File: src/hdl/cartesian_to_spherical_macros.svh
// Assertion macros shared by the cartesian-to-spherical converter.
`ifndef CARTESIAN_TO_SPHERICAL_MACROS_SVH
`define CARTESIAN_TO_SPHERICAL_MACROS_SVH

// The consequent must hold in the same cycle as the antecedent.
`define C2S_ASSERT_IMP(label, ante, cons) \
  label: assert property (@(posedge clk) disable iff (rst) (ante) |-> (cons)) \
    else $error("c2s: same-cycle check failed");

// The consequent must hold a fixed number of cycles after the antecedent.
`define C2S_ASSERT_DELAY(label, ante, n, cons) \
  label: assert property (@(posedge clk) disable iff (rst) (ante) |-> ##(n) (cons)) \
    else $error("c2s: delayed check failed");

`endif

File: src/hdl/c2s_pkg.sv
// Shared constants, arctangent table and gain functions for the converter.
package c2s_pkg;

  // Default configuration of the converter.
  localparam int COORD_WIDTH_DEF   = 24;
  localparam int ANGLE_WIDTH_DEF   = 16;
  localparam int CORDIC_STAGES_DEF = 16;

  // Guard bits added below the coordinate LSB inside the CORDIC.
  localparam int GUARD = 20;

  // Angle accumulator: 32-bit binary angle, 2^32 is a full turn.
  localparam int ACC_W = 32;
  localparam int ATAN_DEPTH = 24;

  localparam logic [ACC_W-1:0] ANG_QUARTER_POS = 32'h4000_0000;
  localparam logic [ACC_W-1:0] ANG_QUARTER_NEG = 32'hC000_0000;

  // atan(2^-i) in accumulator units, rounded to nearest.
  localparam logic [ACC_W-1:0] ATAN_TAB [ATAN_DEPTH] = '{
    32'd536870912, 32'd316933406, 32'd167458907, 32'd85004756,
    32'd42667331,  32'd21354465,  32'd10679838,  32'd5340245,
    32'd2670163,   32'd1335087,   32'd667544,    32'd333772,
    32'd166886,    32'd83443,     32'd41722,     32'd20861,
    32'd10430,     32'd5215,      32'd2608,      32'd1304,
    32'd652,       32'd326,       32'd163,       32'd81
  };

  // Restoring long division, used only to build constants.
  function automatic logic [63:0] udiv64(input logic [63:0] n, input logic [63:0] d);
    logic [63:0] q;
    logic [64:0] r;
    q = '0;
    r = '0;
    for (int b = 63; b >= 0; b--) begin
      r = {r[63:0], n[b]};
      if (r >= {1'b0, d}) begin
        r    = r - {1'b0, d};
        q[b] = 1'b1;
      end
    end
    return q;
  endfunction

  // Integer square root by the digit-by-digit method.
  function automatic logic [63:0] isqrt64(input logic [63:0] n_in);
    logic [63:0] n;
    logic [63:0] res;
    logic [63:0] bit_w;
    n     = n_in;
    res   = '0;
    bit_w = 64'd1 << 62;
    for (int j = 0; j < 32; j++) begin
      if (bit_w > n) begin
        bit_w = bit_w >> 2;
      end
    end
    for (int j = 0; j < 32; j++) begin
      if (bit_w != 0) begin
        if (n >= res + bit_w) begin
          n   = n - (res + bit_w);
          res = (res >> 1) + bit_w;
        end else begin
          res = res >> 1;
        end
        bit_w = bit_w >> 2;
      end
    end
    return res;
  endfunction

  // CORDIC gain correction factor in Q31 for the given number of stages.
  function automatic logic [30:0] gain_q31(input int stages);
    logic [63:0] k2;
    logic [63:0] d;
    logic [63:0] k;
    k2 = 64'd1 << 62;
    for (int i = 0; i < ATAN_DEPTH; i++) begin
      if (i < stages) begin
        d  = (64'd1 << (2 * i)) + 64'd1;
        k2 = k2 - udiv64(k2, d);
      end
    end
    k = isqrt64(k2);
    return k[30:0];
  endfunction

endpackage

File: src/hdl/c2s_gain_mul.sv
// Two-stage multiply of a CORDIC magnitude by the Q31 gain, rounded half up.
module c2s_gain_mul
  import c2s_pkg::*;
#(
  parameter int DW     = COORD_WIDTH_DEF + GUARD + 3,
  parameter int SIDE_W = 1,
  parameter int STAGES = CORDIC_STAGES_DEF
) (
  input  logic                     clk,
  input  logic                     rst,
  input  logic                     in_valid,
  input  logic signed [DW-1:0]     in_mag,
  input  logic        [SIDE_W-1:0] in_side,
  output logic                     out_valid,
  output logic signed [DW-1:0]     out_mag,
  output logic        [SIDE_W-1:0] out_side
);

  localparam logic [30:0] K_Q31 = gain_q31(STAGES);
  // Magnitude is never negative, so its sign bit is dropped.
  localparam int AEW = (DW - 1 > 32) ? DW - 1 : 32;
  localparam int HW  = AEW - 31;
  localparam logic [62:0] LO_HALF = 63'd1 << 30;

  logic [AEW-1:0]    a_ext;
  logic              v_a;
  logic [61:0]       p_lo;
  logic [HW+30:0]    p_hi;
  logic [SIDE_W-1:0] side_a;
  logic [62:0]       lo_rnd;
  logic [HW+31:0]    sum_next;

  assign a_ext = AEW'(in_mag[DW-2:0]);

  // Stage A: low and high partial products against the gain.
  always_ff @(posedge clk) begin
    p_lo   <= 62'(a_ext[30:0]) * 62'(K_Q31);
    p_hi   <= (HW+31)'(a_ext[AEW-1:31]) * (HW+31)'(K_Q31);
    side_a <= in_side;
  end

  // Stage B: round the low product and add it to the high product.
  always_comb begin
    lo_rnd   = {1'b0, p_lo} + LO_HALF;
    sum_next = (HW+32)'(p_hi) + (HW+32)'(lo_rnd[62:31]);
  end

  always_ff @(posedge clk) begin
    out_mag  <= DW'(sum_next);
    out_side <= side_a;
  end

  always_ff @(posedge clk) begin
    if (rst) begin
      v_a       <= 1'b0;
      out_valid <= 1'b0;
    end else begin
      v_a       <= in_valid;
      out_valid <= v_a;
    end
  end

endmodule

File: config.mk
export PLATFORM = sky130hd
export DESIGN_NAME = c2s_gain_mul
export DESIGN_NICKNAME = d
export VERILOG_FILES = /design/src/hdl/cartesian_to_spherical_macros.svh /design/src/hdl/c2s_pkg.sv /design/src/hdl/c2s_gain_mul.sv
export SDC_FILE = /design/constraint.sdc
export NUM_CORES = 2
export LEC_CHECK = 0
export ABC_AREA = 1
export BUFFER_PORTS_ARGS = -buffer_cell sky130_fd_sc_hd__buf_4
export CORE_ASPECT_RATIO = 2
export CORE_UTILIZATION = 55
export CTS_CLUSTER_SIZE = 8
export DETAILED_ROUTE_END_ITERATION = 10
export GPL_TIMING_DRIVEN = 0
export PLACE_DENSITY = 0.72
export SETUP_SLACK_MARGIN = 0.4
export SLEW_MARGIN = 20
export SYNTH_ARGS = -nofsm -noshare
export SYNTH_HDL_FRONTEND = slang
export SYNTH_SLANG_ARGS = --single-unit
File: constraint.sdc
create_clock -name clk -period 7.3 [get_ports clk]
set_input_delay 1.095 -clock clk [delete_from_list [all_inputs] [get_ports clk]]
set_output_delay 1.095 -clock clk [all_outputs]
set_load 0.005 [all_outputs]
After elaboration in Yosys (flattened, before gate mapping)
Cells that the tools add are included.
- register bits after elaboration: 155
- input bits: 51
- output and inout port bits: 49
- logic and storage cells: 11
- add/sub/neg operators: 2
- multipliers: 2
- operator list (cell ; count):
    adder 62 x 31 -> 63 bit (second input constant) ; 1
    multiplier 31 x 29 -> 60 bit (second input constant) ; 1
    adder 46 x 32 -> 47 bit ; 1
    multiplier 15 x 29 -> 44 bit (second input constant) ; 1

Longest topological paths before layout
- word-level depth: 2
- gate-level depth with buffers: 27
- gate-level depth less buffers: 27

Least setup slack after synthesis
OpenSTA, ideal clock, no wires.
- path kind: input port to flip-flop
- from: input port in_mag[8]
- to: register p_lo[61]
- library setup time: 0.112 ns
- arrival: 6.409 ns
- data required time: 7.188 ns
- slack: 0.779 ns
- stages on the path: 24
- path buffers: 0
- cells stage by stage: inv_1 fa_1 fa_1 inv_1 fa_1 inv_1 fa_1 inv_1 fa_1 fa_1 fa_1 inv_1 fa_1 inv_1 ha_1 nand2_1 nor2_1 inv_1 nor3_1 nand2_1 nand3_1 nand2_1 nand3_1 nand2_1
- word-level cells in the longest chain between the ends: 1
- ends and longest elaborated chain (item ; RTL line ; source):
    from (decl) ; c2s_gain_mul.sv:12 ; input logic signed [DW-1:0] in_mag,
    multiplier 31 x 29 -> 60 bit ; c2s_gain_mul.sv:37 ; p_lo <= 62'(a_ext[30:0]) * 62'(K_Q31);
    to (signal assigned) ; c2s_gain_mul.sv:37 ;
    to (decl) ; c2s_gain_mul.sv:27 ; logic [61:0] p_lo;
Every way passes these cells.
A chain may end at the register's enable or synchronous reset.

Final worst setup path
- from: input port in_mag[18]
- to: register p_lo[51]
Same word-level chain as after synthesis.

==> results.cfg <==
[status]
status = finished, final reports clean

[final_layout]
fill_cells = 5615
final_cell_mix = 1245 x inv_1, 951 x nand2_1, 606 x fa_1, 510 x ha_1, 237 x nor2_1
stdcell_count = 5159
layout.nets = 5556
final_common_cell = inv_1
drive_gt1_frac = 0.0555
area_growth_pct = 8.53
final_cell_area_um2 = 36500

[detailed_routing]
wirelength_um = 112000
drt-pass1-iter-count = 5
viasPerCell = 5.25
ant_nets = 0
drt-initial-drc-count = 1185
avgRoutedWirePerCell_um = 21.6
vias = 27067
drc = 0

[sta]
finalCritPeriodShare = 0.928
period_minus_slack_ps = 6780
finalHoldViolCount = 0
maxSlewHeadroom = 0.389
final-max-slew-violation-count = 0
fmax_mhz = 148
fin_hold_ws_ps = 328
setup_violations = 0
tightest_slew_ps = 913
skew_ps = 26.4
rsz0062_at_grt = true

[setup_path]
reg2reg_from = p_lo[38]
worstPathArrival_ps = 7150
cp_top_family = adder cells
path_class = input port to register
cp-end-kind = register
required_ps = 7670
crit_top_cell = fa_1
cp_slowest_cell = fa_1
crit_chain = buf_4 -> inv_1 -> fa_1 -> fa_1 -> inv_1 -> fa_1 -> fa_1 -> fa_1 -> fa_1 -> fa_1 -> ha_1 -> ha_2 -> nand2_1 -> nor2_1 -> inv_1 -> nor3_1 -> nand3_1 -> nand4_1 -> nand2_1
max_stage_delay_ps = 560
path_max_fanout = 8
start_kind = input port
startpoint = in_mag[18]
path_buf_inv = 4

[synthesis]
synth_top_area_share = 0.363
synth_top_family_by_area = adder cells
synthAdderAreaFrac = 0.557
synth_cell_types = 35
syn_area_um2 = 33600
seq_area_frac_synth = 0.0757
synth_top_area_cell = fa_1
syn-instance-count = 4234
synth-xor-area-share = 0.0214
synth-compound-area-share = 0.0271
synth_nets = 5414
synth_mux_area_frac = 0
ys_ff_latch = 127
synth-simple-area-share = 0.178
synth.area.top_cells = fa_1 36%, ha_1 19%, inv_1 14%, nand2_1 11%, dfxtp_1 7.6%
syn_area_per_cell_um2 = 7.94
yosysWarnings = 0

[floorplan]
die_h_um = 352
ioPinCount = 100
initial_core_util = 0.558
die_area_um2 = 62100
die_width_um = 177
core-area_um2 = 60200
rows = 127

[placement]
gp_congestion = 1.05
dpl-instance-area_um2 = 35300
port-buffer-count = 98
dp_cells = 5106
dpl.hpwl_um = 99600

[clock_network]
clock_latency_ps = 500
h-tree-depth = 4
cts_tree = done
path_clk_slew_ps = 70
cts.path.max_buffers = 3
cts_sinks = 127
cts_buffers = 25
cts_root_buf = clkbuf_16

[global_route]
first_global_vias = 29985
antenna_found_initial = 8
grt_max_degree = 14
overflow = 0
grt_pass1_wl_um = 168000
grtUsageTotal = 0.379

[worst_hold_path]
hp-class = register to register
min_from = side_a

[run]
drv_cap = 0
==> area by class of cell <==
| cell class | instances | area (um2) | share of cell area |
|---|---|---|---|
| multi-input combinational | 2847 | 26600 | 0.729 |
| inverter | 1260 | 4770 | 0.131 |
| sequential | 127 | 2540 | 0.0697 |
| tap | 774 | 968 | 0.0266 |
| timing repair buffer | 115 | 908 | 0.0249 |
| clock buffer | 30 | 654 | 0.0179 |
| clock inverter | 3 | 17.5 | 0.000480 |
| antenna | 3 | 7.51 | 0.000206 |
==> registers in the layout (all words and copies together) (netlist names) <==
signal,flops
p_lo,32
p_hi,44
side_a,1
out_mag,47
v_a,1
out_valid,1
out_side,1
==> through the flow <==
step,setup TNS [ps],utilization,setup WS [ps]
3_3_place_gp,-1670,0.586,-247
4_1_cts,0,0.598,402
3_5_place_dp,-1720,0.586,-257
6_report,0,0.605,525
5_1_grt,0,0.605,340
2_1_floorplan,0,-,779
==> Yosys cell counts <==
master,count
fa_1,610
and3_1,2
and2_1,14
or2_2,6
xor2_1,60
nor2_8,1
xnor2_1,22
o21ai_1,1
o21ai_0,39
a22oi_1,2
nand3_2,1
ha_1,519
inv_2,3
nand2_1,965
nor2_1,256
nor2_4,2
a21oi_1,107
nor3_1,34
nand2_2,2
o21bai_1,9
o211ai_1,2
nand3b_1,4
nand4_1,31
a21o_1,5
dfxtp_1,127
nand3_1,128
nand3_4,1
o21a_1,2
a31oi_1,4
nor4_1,4
inv_1,1257
nor4b_1,1
nor2_2,3
nand2_4,1
nor3_2,9
==> kinds of logic after synthesis <==
kind of cell	Yosys count
XOR/XNOR	82
flip-flops	127
buffers and inverters	1260
AND/OR/NAND/NOR	1465
AO/OA/AOI/OAI	171
adder cells (fa/ha/maj)	1129
==> path summary, 6_finish.rpt <==
path	end	slack, ps	cells after the start
worst min-delay path	out_side	330	0
worst min register to register	out_side	330	0
worst max-delay path	p_lo[51]	520	19
worst max register to register	out_mag[42]	3270	16
==> worst reg2reg max path: cells and delay by family (launching register included) <==
| family | cells | cell delay, ps |
|---|---|---|
| compound gates | 1 | 320 |
| xor+xnor | 1 | 260 |
| fa+ha+maj | 1 | 390 |
| buf+inv | 3 | 210 |
| flops | 1 | 480 |
| simple gates | 10 | 2160 |
==> timing repair <==
item / 4_1_cts / 5_1_grt
hold buffers: 0 / 0
pin swaps: 0 / 5
buffers inserted: 4 / 13
gates resized for setup: 6 / 87
setup endpoints to repair: 10 / 28
==> metal layers <==
| layer | part of all wire | up-vias | GRT usage |
|---|---|---|---|
| li1 | - | 12781 | - |
| met1 | 0.29 | 12844 | 0.306 |
| met2 | 0.54 | 864 | 0.724 |
| met3 | 0.041 | 566 | 0.0562 |
| met4 | 0.14 | 12 | 0.417 |
| met5 | 0.00070 | - | 0.000801 |
Power is left out: the tool's default activity adds up to more than one toggle a clock period on the data nets, which glitch-free logic cannot reach.
